[src/design/foct_pkg.sv]
// Package for the fan on/off cycle tester.
// Holds port widths, register indexes, phase codes, the sequencer state type
// and the divider interface types. No dependencies.
package foct_pkg;

  // Stream and configuration port widths
  localparam int unsigned InDataW  = 56;
  localparam int unsigned OutDataW = 64;
  localparam int unsigned CfgIdxW  = 3;
  localparam int unsigned CfgDataW = 20;

  // Shared divider operand widths
  localparam int unsigned DivDividendW = 48;
  localparam int unsigned DivDivisorW  = 32;

  // Configuration register indexes
  localparam logic [CfgIdxW-1:0] CFG_ON_SECONDS     = 3'd0;
  localparam logic [CfgIdxW-1:0] CFG_OFF_SECONDS    = 3'd1;
  localparam logic [CfgIdxW-1:0] CFG_CYCLE_TOTAL    = 3'd2;
  localparam logic [CfgIdxW-1:0] CFG_TEST_FREQ_HZ   = 3'd3;
  localparam logic [CfgIdxW-1:0] CFG_PULSES_PER_REV = 3'd4;

  // Register reset values
  localparam logic [11:0] OnSecondsRst    = 12'd10;
  localparam logic [11:0] OffSecondsRst   = 12'd10;
  localparam logic [7:0]  CycleTotalRst   = 8'd1;
  localparam logic [19:0] TestFreqHzRst   = 20'd25000;
  localparam logic [7:0]  PulsesPerRevRst = 8'd2;

  // Phase codes
  localparam logic [1:0] PHASE_OFF  = 2'd0;
  localparam logic [1:0] PHASE_ON   = 2'd1;
  localparam logic [1:0] PHASE_DONE = 2'd2;

  // Arithmetic constants
  localparam int unsigned MsPerSec   = 1000;
  localparam int unsigned RpmPerHz   = 60;
  localparam int unsigned Percent    = 100;
  localparam int unsigned ErrPctLim  = 20;

  typedef enum logic [2:0] {
    ST_IDLE,
    ST_AVG_GO,
    ST_AVG_WAIT,
    ST_TGT_GO,
    ST_TGT_WAIT,
    ST_CHECK
  } seq_state_e;

  typedef struct packed {
    logic start;
  } div_ctrl_t;

  typedef struct packed {
    logic busy;
    logic done;
  } div_stat_t;

endpackage

[src/design/foct_divider.sv]
// Restoring divider, one quotient bit per cycle, shared by the tester.
// Depends on foct_pkg for operand widths and the control/status structs.
module foct_divider import foct_pkg::*; (
  input  logic                    clk_i,
  input  logic                    rst_ni,
  input  div_ctrl_t               ctrl_i,
  input  logic [DivDividendW-1:0] dividend_i,
  input  logic [DivDivisorW-1:0]  divisor_i,
  output div_stat_t               stat_o,
  output logic [DivDividendW-1:0] quotient_o
);

  localparam int unsigned CntW = $clog2(DivDividendW);

  logic                    busy_q, busy_d;
  logic                    done_q, done_d;
  logic [CntW-1:0]         cnt_q, cnt_d;
  logic [DivDivisorW-1:0]  rem_q, rem_d;
  logic [DivDividendW-1:0] quo_q, quo_d;
  logic [DivDivisorW-1:0]  dsr_q, dsr_d;

  logic [DivDivisorW:0]    rem_sh;
  logic                    fits;

  always_comb begin
    rem_sh = {rem_q, quo_q[DivDividendW-1]};
    fits   = rem_sh >= {1'b0, dsr_q};
    busy_d = busy_q;
    done_d = 1'b0;
    cnt_d  = cnt_q;
    rem_d  = rem_q;
    quo_d  = quo_q;
    dsr_d  = dsr_q;
    if (ctrl_i.start) begin
      busy_d = 1'b1;
      cnt_d  = '0;
      rem_d  = '0;
      quo_d  = dividend_i;
      dsr_d  = divisor_i;
    end else if (busy_q) begin
      // shift in one dividend bit, subtract when the divisor fits
      rem_d = fits ? DivDivisorW'(rem_sh - {1'b0, dsr_q}) : rem_sh[DivDivisorW-1:0];
      quo_d = {quo_q[DivDividendW-2:0], fits};
      cnt_d = cnt_q + CntW'(1);
      if (cnt_q == CntW'(DivDividendW - 1)) begin
        busy_d = 1'b0;
        done_d = 1'b1;
      end
    end
  end

  always_ff @(posedge clk_i or negedge rst_ni) begin
    if (!rst_ni) begin
      busy_q <= 1'b0;
      done_q <= 1'b0;
      cnt_q  <= '0;
    end else begin
      busy_q <= busy_d;
      done_q <= done_d;
      cnt_q  <= cnt_d;
    end
  end

  always_ff @(posedge clk_i) begin
    rem_q <= rem_d;
    quo_q <= quo_d;
    dsr_q <= dsr_d;
  end

  assign stat_o.busy = busy_q;
  assign stat_o.done = done_q;
  assign quotient_o  = quo_q;

endmodule

[src/design/fan_on_off_cycle_tester.sv]
// Top level of the fan on/off cycle tester: pass sequencing, record build.
// Depends on foct_pkg and foct_divider.
//
// Channel  | Direction | Handshake              | Content
// ---------+-----------+------------------------+------------------------------
// s_axis   | in        | tvalid/tready          | one sampling pass
// m_axis   | out       | tvalid/tready          | one result per pass
// cfg      | in        | cfg_valid_i/cfg_ready_o| register index and write data
//
// A pass that does not close an ON period is accepted in the idle state and its
// result sits in the output register on the next cycle.
// A pass that closes an ON period runs the shared 48-step restoring divider
// twice (average, then target RPM), then goes through the check state.
// Input is taken only in the idle state while the output register is free or
// being drained, so a stalled result holds the input off after one pass.
// Reset restores the register defaults and the test state; no clearing pass.
module fan_on_off_cycle_tester import foct_pkg::*; (
  input  logic                clk_i,
  input  logic                rst_ni,
  input  logic                s_axis_tvalid,
  output logic                s_axis_tready,
  // [31:0] time_ms, [32] run_request, [48:33] rpm_sample, rest zero
  input  logic [InDataW-1:0]  s_axis_tdata,
  output logic                m_axis_tvalid,
  input  logic                m_axis_tready,
  // [0] pwm_on, [2:1] phase_now, [3] record_valid, [11:4] record_cycle,
  // [27:12] record_target, [43:28] record_max, [59:44] record_avg,
  // [60] record_error, [61] spin-up seen, [62] test_done, [63] zero
  output logic [OutDataW-1:0] m_axis_tdata,
  input  logic                cfg_valid_i,
  output logic                cfg_ready_o,
  input  logic [CfgIdxW-1:0]  cfg_index_i,
  input  logic [CfgDataW-1:0] cfg_data_i
);

  typedef struct packed {
    logic        pad;
    logic        test_done;
    logic        spun_up;
    logic        error;
    logic [15:0] avg;
    logic [15:0] max;
    logic [15:0] target;
    logic [7:0]  cycle;
    logic        rec_valid;
    logic [1:0]  phase_now;
    logic        pwm_on;
  } out_item_t;

  // Configuration registers
  logic [11:0] on_sec_q, off_sec_q;
  logic [7:0]  cyc_total_q, ppr_q;
  logic [19:0] freq_q;

  // Test state
  logic [1:0]  phase_q;
  logic [7:0]  cycles_q;
  logic [31:0] start_ms_q;
  logic [15:0] peak_q;
  logic [47:0] total_q;
  logic [31:0] count_q;
  logic        run_seen_q;

  // Pending record (held while the divider works)
  logic [1:0]  res_phase_q;
  logic        res_done_q;
  logic [7:0]  res_cycle_q;
  logic [15:0] res_max_q;
  logic [15:0] avg_q;
  logic [15:0] target_q;

  // Output register
  logic        out_valid_q;
  out_item_t   out_q;
  out_item_t   pass_item;
  out_item_t   rec_item;

  seq_state_e  state_q, state_d;

  // Pass update, evaluated on the incoming item
  logic [31:0] in_time;
  logic        in_run;
  logic [15:0] in_rpm;
  logic [1:0]  p_phase;
  logic [7:0]  p_cycles;
  logic [31:0] p_start;
  logic [15:0] p_peak;
  logic [47:0] p_total;
  logic [31:0] p_count;
  logic        p_rec;
  logic        p_done;
  logic [31:0] on_limit, off_limit;

  // Sequencer controls
  logic        accept;
  logic        out_free;
  logic        load_pass, load_rec;
  logic        cap_avg, cap_tgt;

  // Divider
  div_ctrl_t               div_ctrl;
  div_stat_t               div_stat;
  logic [DivDividendW-1:0] div_dividend;
  logic [DivDivisorW-1:0]  div_divisor;
  logic [DivDividendW-1:0] div_quo;
  logic [25:0]             freq_x60;

  // Error check
  logic [15:0] diff;
  logic        rec_err;

  assign in_time = s_axis_tdata[31:0];
  assign in_run  = s_axis_tdata[32];
  assign in_rpm  = s_axis_tdata[48:33];

  assign on_limit  = 32'(on_sec_q) * 32'(MsPerSec);
  assign off_limit = 32'(off_sec_q) * 32'(MsPerSec);

  // Configuration writes; always ready
  assign cfg_ready_o = 1'b1;

  always_ff @(posedge clk_i or negedge rst_ni) begin
    if (!rst_ni) begin
      on_sec_q    <= OnSecondsRst;
      off_sec_q   <= OffSecondsRst;
      cyc_total_q <= CycleTotalRst;
      freq_q      <= TestFreqHzRst;
      ppr_q       <= PulsesPerRevRst;
    end else if (cfg_valid_i) begin
      unique case (cfg_index_i)
        CFG_ON_SECONDS:     on_sec_q    <= cfg_data_i[11:0];
        CFG_OFF_SECONDS:    off_sec_q   <= cfg_data_i[11:0];
        CFG_CYCLE_TOTAL:    cyc_total_q <= cfg_data_i[7:0];
        CFG_TEST_FREQ_HZ:   freq_q      <= cfg_data_i;
        CFG_PULSES_PER_REV: ppr_q       <= cfg_data_i[7:0];
        default: ;
      endcase
    end
  end

  // One sampling pass: run edge, ON sampling, phase timing
  always_comb begin
    logic [31:0] elapsed;
    p_phase  = phase_q;
    p_cycles = cycles_q;
    p_start  = start_ms_q;
    p_peak   = peak_q;
    p_total  = total_q;
    p_count  = count_q;
    p_rec    = 1'b0;
    p_done   = 1'b0;
    // a rising run request restarts the test with a fresh ON phase
    if (in_run && !run_seen_q) begin
      p_cycles = '0;
      p_phase  = PHASE_ON;
      p_start  = in_time;
      p_peak   = '0;
      p_total  = '0;
      p_count  = '0;
    end
    elapsed = in_time - p_start;
    if (!in_run) begin
      p_phase = PHASE_OFF;
    end else if (p_phase != PHASE_DONE) begin
      if (p_phase == PHASE_ON) begin
        if (in_rpm > p_peak) begin
          p_peak = in_rpm;
        end
        // freeze sum and count once the count saturates
        if (p_count != '1) begin
          p_total = p_total + 48'(in_rpm);
          p_count = p_count + 32'd1;
        end
        if (elapsed >= on_limit) begin
          p_rec    = 1'b1;
          p_cycles = p_cycles + 8'd1;
          p_phase  = PHASE_OFF;
          p_start  = in_time;
        end
      end else if (elapsed >= off_limit) begin
        if (p_cycles >= cyc_total_q) begin
          p_phase = PHASE_DONE;
          p_done  = 1'b1;
        end else begin
          p_phase = PHASE_ON;
          p_start = in_time;
          p_peak  = '0;
          p_total = '0;
          p_count = '0;
        end
      end
    end
  end

  // Result of a pass that closes no ON period
  always_comb begin
    pass_item           = '0;
    pass_item.pwm_on    = p_phase == PHASE_ON;
    pass_item.phase_now = p_phase;
    pass_item.test_done = p_done;
  end

  // Deviation check: floor(diff*100/target) > 20 is diff*100 >= 21*target
  always_comb begin
    diff    = (avg_q >= target_q) ? (avg_q - target_q) : (target_q - avg_q);
    rec_err = (avg_q == '0) ||
              ((target_q != '0) &&
               (23'(diff) * 23'(Percent) >= 23'(target_q) * 23'(ErrPctLim + 1)));
  end

  always_comb begin
    rec_item            = '0;
    rec_item.pwm_on     = res_phase_q == PHASE_ON;
    rec_item.phase_now  = res_phase_q;
    rec_item.rec_valid  = 1'b1;
    rec_item.cycle      = res_cycle_q;
    rec_item.target     = target_q;
    rec_item.max        = res_max_q;
    rec_item.avg        = avg_q;
    rec_item.error      = rec_err;
    rec_item.spun_up    = res_max_q != '0;
    rec_item.test_done  = res_done_q;
  end

  // Sequencer: next state and controls
  assign out_free = !out_valid_q || m_axis_tready;
  assign freq_x60 = 26'(freq_q) * 26'(RpmPerHz);

  always_comb begin
    state_d        = state_q;
    s_axis_tready  = 1'b0;
    accept         = 1'b0;
    load_pass      = 1'b0;
    load_rec       = 1'b0;
    cap_avg        = 1'b0;
    cap_tgt        = 1'b0;
    div_ctrl.start = 1'b0;
    div_dividend   = total_q;
    div_divisor    = count_q;
    unique case (state_q)
      ST_IDLE: begin
        s_axis_tready = out_free;
        accept        = s_axis_tvalid && out_free;
        if (accept) begin
          if (p_rec) begin
            state_d = ST_AVG_GO;
          end else begin
            load_pass = 1'b1;
          end
        end
      end
      ST_AVG_GO: begin
        div_ctrl.start = 1'b1;
        state_d        = ST_AVG_WAIT;
      end
      ST_AVG_WAIT: begin
        if (div_stat.done) begin
          cap_avg = 1'b1;
          state_d = ST_TGT_GO;
        end
      end
      ST_TGT_GO: begin
        div_ctrl.start = 1'b1;
        div_dividend   = DivDividendW'(freq_x60);
        div_divisor    = DivDivisorW'(ppr_q);
        state_d        = ST_TGT_WAIT;
      end
      ST_TGT_WAIT: begin
        div_dividend = DivDividendW'(freq_x60);
        div_divisor  = DivDivisorW'(ppr_q);
        if (div_stat.done) begin
          cap_tgt = 1'b1;
          state_d = ST_CHECK;
        end
      end
      ST_CHECK: begin
        // hold the record until the output register can take it
        if (out_free) begin
          load_rec = 1'b1;
          state_d  = ST_IDLE;
        end
      end
      default: state_d = ST_IDLE;
    endcase
  end

  always_ff @(posedge clk_i or negedge rst_ni) begin
    if (!rst_ni) begin
      state_q <= ST_IDLE;
    end else begin
      state_q <= state_d;
    end
  end

  // Test state advances on every accepted pass
  always_ff @(posedge clk_i or negedge rst_ni) begin
    if (!rst_ni) begin
      phase_q    <= PHASE_OFF;
      cycles_q   <= '0;
      start_ms_q <= '0;
      peak_q     <= '0;
      total_q    <= '0;
      count_q    <= '0;
      run_seen_q <= 1'b0;
    end else if (accept) begin
      phase_q    <= p_phase;
      cycles_q   <= p_cycles;
      start_ms_q <= p_start;
      peak_q     <= p_peak;
      total_q    <= p_total;
      count_q    <= p_count;
      run_seen_q <= in_run;
    end
  end

  // Pending record fields
  always_ff @(posedge clk_i) begin
    if (accept) begin
      res_phase_q <= p_phase;
      res_done_q  <= p_done;
      res_cycle_q <= p_cycles;
      res_max_q   <= p_peak;
    end
    if (cap_avg) begin
      avg_q <= (count_q == '0) ? 16'd0 : div_quo[15:0];
    end
    if (cap_tgt) begin
      target_q <= (ppr_q == '0) ? 16'd0 : div_quo[15:0];
    end
  end

  // Output register
  always_ff @(posedge clk_i or negedge rst_ni) begin
    if (!rst_ni) begin
      out_valid_q <= 1'b0;
    end else if (load_pass || load_rec) begin
      out_valid_q <= 1'b1;
    end else if (m_axis_tready) begin
      out_valid_q <= 1'b0;
    end
  end

  always_ff @(posedge clk_i) begin
    if (load_pass) begin
      out_q <= pass_item;
    end else if (load_rec) begin
      out_q <= rec_item;
    end
  end

  assign m_axis_tvalid = out_valid_q;
  assign m_axis_tdata  = out_q;

  foct_divider u_divider (
    .clk_i      (clk_i),
    .rst_ni     (rst_ni),
    .ctrl_i     (div_ctrl),
    .dividend_i (div_dividend),
    .divisor_i  (div_divisor),
    .stat_o     (div_stat),
    .quotient_o (div_quo)
  );

  // Input is taken only by the idle sequencer
  a_ready_idle: assert property (@(posedge clk_i) disable iff (!rst_ni)
    s_axis_tready |-> state_q == ST_IDLE)
    else $error("input ready outside idle");

  // Divider completes only while the sequencer waits on it
  a_done_wait: assert property (@(posedge clk_i) disable iff (!rst_ni)
    div_stat.done |-> (state_q == ST_AVG_WAIT || state_q == ST_TGT_WAIT))
    else $error("divider done in unexpected state");

  // Never restart the divider in the middle of a division
  a_start_free: assert property (@(posedge clk_i) disable iff (!rst_ni)
    div_ctrl.start |-> !div_stat.busy)
    else $error("divider started while busy");

  // PWM flag of a result agrees with its phase
  a_pwm_phase: assert property (@(posedge clk_i) disable iff (!rst_ni)
    m_axis_tvalid |-> (out_q.pwm_on == (out_q.phase_now == PHASE_ON)))
    else $error("pwm_on disagrees with phase_now");

  // A record leaving the check state shows up at the output
  a_check_out: assert property (@(posedge clk_i) disable iff (!rst_ni)
    (state_q == ST_CHECK && out_free) |=> m_axis_tvalid)
    else $error("record lost after check");

endmodule
[config.mk]
export PLATFORM = sky130hd
export DESIGN_NAME = fan_on_off_cycle_tester
export DESIGN_NICKNAME = d
export VERILOG_FILES = /design/src/design/foct_pkg.sv /design/src/design/foct_divider.sv /design/src/design/fan_on_off_cycle_tester.sv
export SDC_FILE = /design/constraint.sdc
export NUM_CORES = 2
export LEC_CHECK = 0
export BUFFER_PORTS_ARGS = -buffer_cell sky130_fd_sc_hd__buf_2
export CELL_PAD_IN_SITES_DETAIL_PLACEMENT = 0
export CELL_PAD_IN_SITES_GLOBAL_PLACEMENT = 2
export CORE_UTILIZATION = 43
export DETAILED_ROUTE_END_ITERATION = 6
export PLACE_DENSITY_LB_ADDON = 0.1
export SLEW_MARGIN = 40
export SYNTH_ARGS = -nofsm -noshare
export SYNTH_HDL_FRONTEND = slang
export SYNTH_SLANG_ARGS = --single-unit
[constraint.sdc]
create_clock -name clk_i -period 19 [get_ports clk_i]
set_input_delay 0.95 -clock clk_i [delete_from_list [all_inputs] [get_ports clk_i]]
set_output_delay 0.95 -clock clk_i [all_outputs]
set_load 0.02 [all_outputs]
==> summary.md <==
| Metric | Value |
|---|---|
| Gp weighted congestion | `0.868` |
| Setup_tns | `0 ns` |
| Die width | `around 300 um` |
| Largest net degree at the start of global routing | `73` |
| Final Max Slew Viols | `0` |
| Num ports | `151` |
| CTS H-tree lvls | `2` |
| Antenna violations before repair | `3` |
| Post-DRT Antenna Nets | `0` |
| CTS Buffer Depth | `3` |
| Cells after Synth | `4,146` |
| Crit path DAT | `9.74 ns` |
| Leakage power | `18.4 nW` |
| Final Util | `0.478` |
| Crit path capture type | `flop` |
| Routed WL | `106,000 um` |
| M1 wire length | `49,200 um` |
| Post-synth EDFFs | `143` |
| Final setup fails | `0` |
| Layout cells sized above 1 | `0.0925` |
| Starting DRC count in detailed routing | `around 1.6k` |
| F_max | `between 100 and 150 MHz` |
| First-pass GRT wire length | `~170,000 um` |
| Initial Utilization | `0.434` |
| Fin. Hold Viols | `0` |
| Register area share after synthesis | `0.309` |
| Placed wire-length estimate | `between 70,000 and 80,000 um` |
| Synth Area per Inst | `just under 9 um^2` |
| Layout area overhead | `10.3%` |
| # DRC | `0` |
| Clk_skew | `roughly 0.043 ns` |
| Post-CTS Setup Bufs | `0` |
| Critical Path RT | `roughly 20 ns` |
| Run status | `complete, no violations` |
| Yosys reg bits | `between 400 and 500` |
| Synth cell types | `a little over 90` |
| Synth async-reset ratio | `0.474` |
| Total track usage | `0.244` |
| Slew HR | `0.456` |
| Vias in the first global route | `29.1k` |
| # Max-Cap Violations | `0` |
| Die Ht | `295 um` |
| CP Launch Type | `flop` |
| PortBufs | `141` |
| Hold WS | `approximately 0.20 ns` |
| Routed vias/inst | `around 5.5` |
| PD cells | `about 200 nW/um^2` |
| DR WL met2 | `a little under 50,000 um` |
| Synth warn | `0` |
| CTS Hold Buffers Added | `0` |
| Fin crit share | `0.486` |
| Worst Tran Pin Value | `0.816 ns` |
| Synth Flop Type | `dfrtp_1` |
| First-pass DRT Iterations | `5` |
| CTS tree | `yes` |
| Clock Sinks | `445` |
| Worst skew pair latency | `about 0.66 ns` |
| Vias | `30.0k` |
| Final Net Count | `a little under 5k` |
| Post-synthesis cell area | `between 30,000 and 40,000 um^2` |
| Clk slew on worst S/H paths | `~0.060 ns` |
| HP Class | `input port to async pin` |
| Met3 routed WL | `roughly 3500 um` |
| Die Area | `roughly 87,000 um^2` |
| CP Class | `flop to flop` |
| Resize count post-CTS | `0` |
| Core region area | `roughly 85,000 um^2` |
| Fillcell total | `between 8k and 9k` |
| Peak VDD IR | `around 0.50 mV` |
| Min Clock Period, post-route | `a little over 9 ns` |
| Avg WL per Cell | `a little under 20 um` |
| Gr ovfl total | `0` |
| Crit Path Max Fanout | `28` |
| TritonCTS buffer count | `54` |
| Unrepaired setup endpoints after global routing | `no` |
| Syn_nets | `approximately 4.8k` |
| Slowest cell on crit path | `a2bb2oi_4` |
| Slowest stage delay, CP | `around 0.65 ns` |
| Top Metal Used | `met5` |
| Row cnt | `107` |
| Root buffer cell | `clkbuf_16` |
| CP most frequent cell | `ha_1` |
-- cells in the final DEF (no fill, tap or decap), types with 29 or more instances in the layout --
| cell type | n |
|---|---|
| a21o_1 | 94 |
| a21oi_1 | 313 |
| a221oi_1 | 36 |
| a31oi_1 | 38 |
| and2_1 | 102 |
| and3_1 | 62 |
| buf_2 | 140 |
| buf_4 | 42 |
| clkbuf_16 | 54 |
| dfrtp_1 | 198 |
| dfxtp_1 | 91 |
| edfxtp_1 | 143 |
| fa_1 | 140 |
| ha_1 | 409 |
| inv_1 | 374 |
| mux2_2 | 46 |
| mux2i_1 | 48 |
| nand2_1 | 476 |
| nand3_1 | 121 |
| nand4_1 | 52 |
| nor2_1 | 153 |
| nor2b_1 | 42 |
| nor3_1 | 69 |
| nor4_1 | 43 |
| o211ai_1 | 56 |
| o21ai_0 | 265 |
| o31ai_1 | 29 |
| or3_1 | 36 |
| xnor2_1 | 100 |
| xor2_1 | 61 |
-- area by class of cell --
| cell class | count | area (um^2) | area share |
|---|---|---|---|
| Multi-Input combinational cell | 3146 | 23500 | 0.577 |
| Antenna cell | 2 | 5.00 | 0.000123 |
| Timing Repair Buffer | 188 | 1120 | 0.0275 |
| Sequential cell | 445 | 11400 | 0.280 |
| Clock buffer | 79 | 1500 | 0.0367 |
| Clock inverter | 23 | 363 | 0.00891 |
| Inverter | 378 | 1420 | 0.0349 |
| Tap cell | 1144 | 1430 | 0.0351 |
-- cells in the mapped netlist, types with 52 or more instances --
| master | instances | share of area |
|---|---|---|
| nand2_1 | 481 | 0.049 |
| o21ai_0 | 265 | 0.036 |
| nand4_1 | 52 | 0.0088 |
| nor2_1 | 156 | 0.016 |
| nand3_1 | 122 | 0.017 |
| ha_1 | 409 | 0.14 |
| dfxtp_1 | 91 | 0.049 |
| fa_1 | 140 | 0.076 |
| xor2_1 | 61 | 0.014 |
| and3_1 | 62 | 0.011 |
| nor3_1 | 70 | 0.0095 |
| xnor2_1 | 100 | 0.024 |
| edfxtp_1 | 143 | 0.12 |
| o211ai_1 | 56 | 0.011 |
| dfrtp_1 | 199 | 0.13 |
| clkbuf_1 | 139 | 0.014 |
| inv_1 | 376 | 0.038 |
| and2_1 | 103 | 0.017 |
| a21o_1 | 94 | 0.019 |
| a21oi_1 | 314 | 0.043 |
-- critical path, delay by kind of cell (launching register included) --
| family | cells | cell delay [ns] |
|---|---|---|
| adders and majority gates | 7 | 2.24 |
| AOI/OAI and AO/OA | 18 | 4.85 |
| buffers and inverters | 4 | 0.25 |
| and+or+nand+nor | 3 | 0.46 |
| DFF | 1 | 0.50 |
| muxes | 1 | 0.23 |
| xor gates and xnor gates | 2 | 0.56 |
-- cell families after synthesis --
logic type | after synthesis | synth area share
fa+ha+maj | 549 | 0.215
simple gates | 1251 | 0.165
flops | 445 | 0.309
other cells | 2 | 0.000203
buf+inv | 555 | 0.0579
mux | 94 | 0.0270
xor+xnor | 161 | 0.0382
compound gates | 1089 | 0.188
-- power by group --
group          switching (mW)  internal [mW]  total, mW  leakage (nW)
Sequential              0.211           1.32       1.53          4.82
Combinational            3.35           2.28       5.63          12.7
Clock                   0.451          0.645       1.10         0.899
-- through the flow --
step / std cells / worst slack, ns / cell area [um^2] / total power [mW]
5_1_grt: 5404 / 9.10 / 40700 / 9.14
2_1_floorplan: 4146 / 11.33 / 36900 / 5.63
3_3_place_gp: 5299 / 9.74 / 38800 / 7.21
6_report: 5405 / 9.76 / 40700 / 8.26
4_1_cts: 5403 / 9.66 / 40700 / 8.41
3_5_place_dp: 5301 / 9.70 / 38800 / 7.25
-- final timing paths --
kind | start | endpoint | slack, ns | depth (start not counted)
worst max-delay path | avg_q[0]$_SDFFCE_PN0P_ | m_axis_tdata[60]$_SDFFE_PP0P_ | 9.76 | 35
worst min-delay path | rst_ni | count_q[21]$_DFFE_PN0P_ | 0.20 | 1
worst max register to register | avg_q[0]$_SDFFCE_PN0P_ | m_axis_tdata[60]$_SDFFE_PP0P_ | 9.76 | 35
worst min register to register | m_axis_tdata[18]$_SDFFE_PP0P_ | m_axis_tdata[18]$_SDFFE_PP0P_ | 0.45 | 2
max in group asynchronous | rst_ni | start_ms_q[19]$_DFFE_PN0P_ | 17.21 | 3
min in group clk_i | m_axis_tdata[18]$_SDFFE_PP0P_ | m_axis_tdata[18]$_SDFFE_PP0P_ | 0.45 | 2
-- state kept, by name, indices dropped and copies added (netlist names), 16 cells and up --
signal                flops
res_max_q                16
u_divider.rem_q          32
freq_q                   20
target_q                 16
u_divider.quotient_o     48
total_q                  48
start_ms_q               32
count_q                  32
peak_q                   16
avg_q                    16
u_divider.dsr_q          32
m_axis_tdata             63
-- per-layer routing --
metal,vias to the layer above,track usage
met3,152,0.0271
met2,455,0.404
met4,2,0.0781
met1,14400,0.333
met5,-,0
li1,14900,-
No activity file was read; power rests on OpenSTA's default activity.
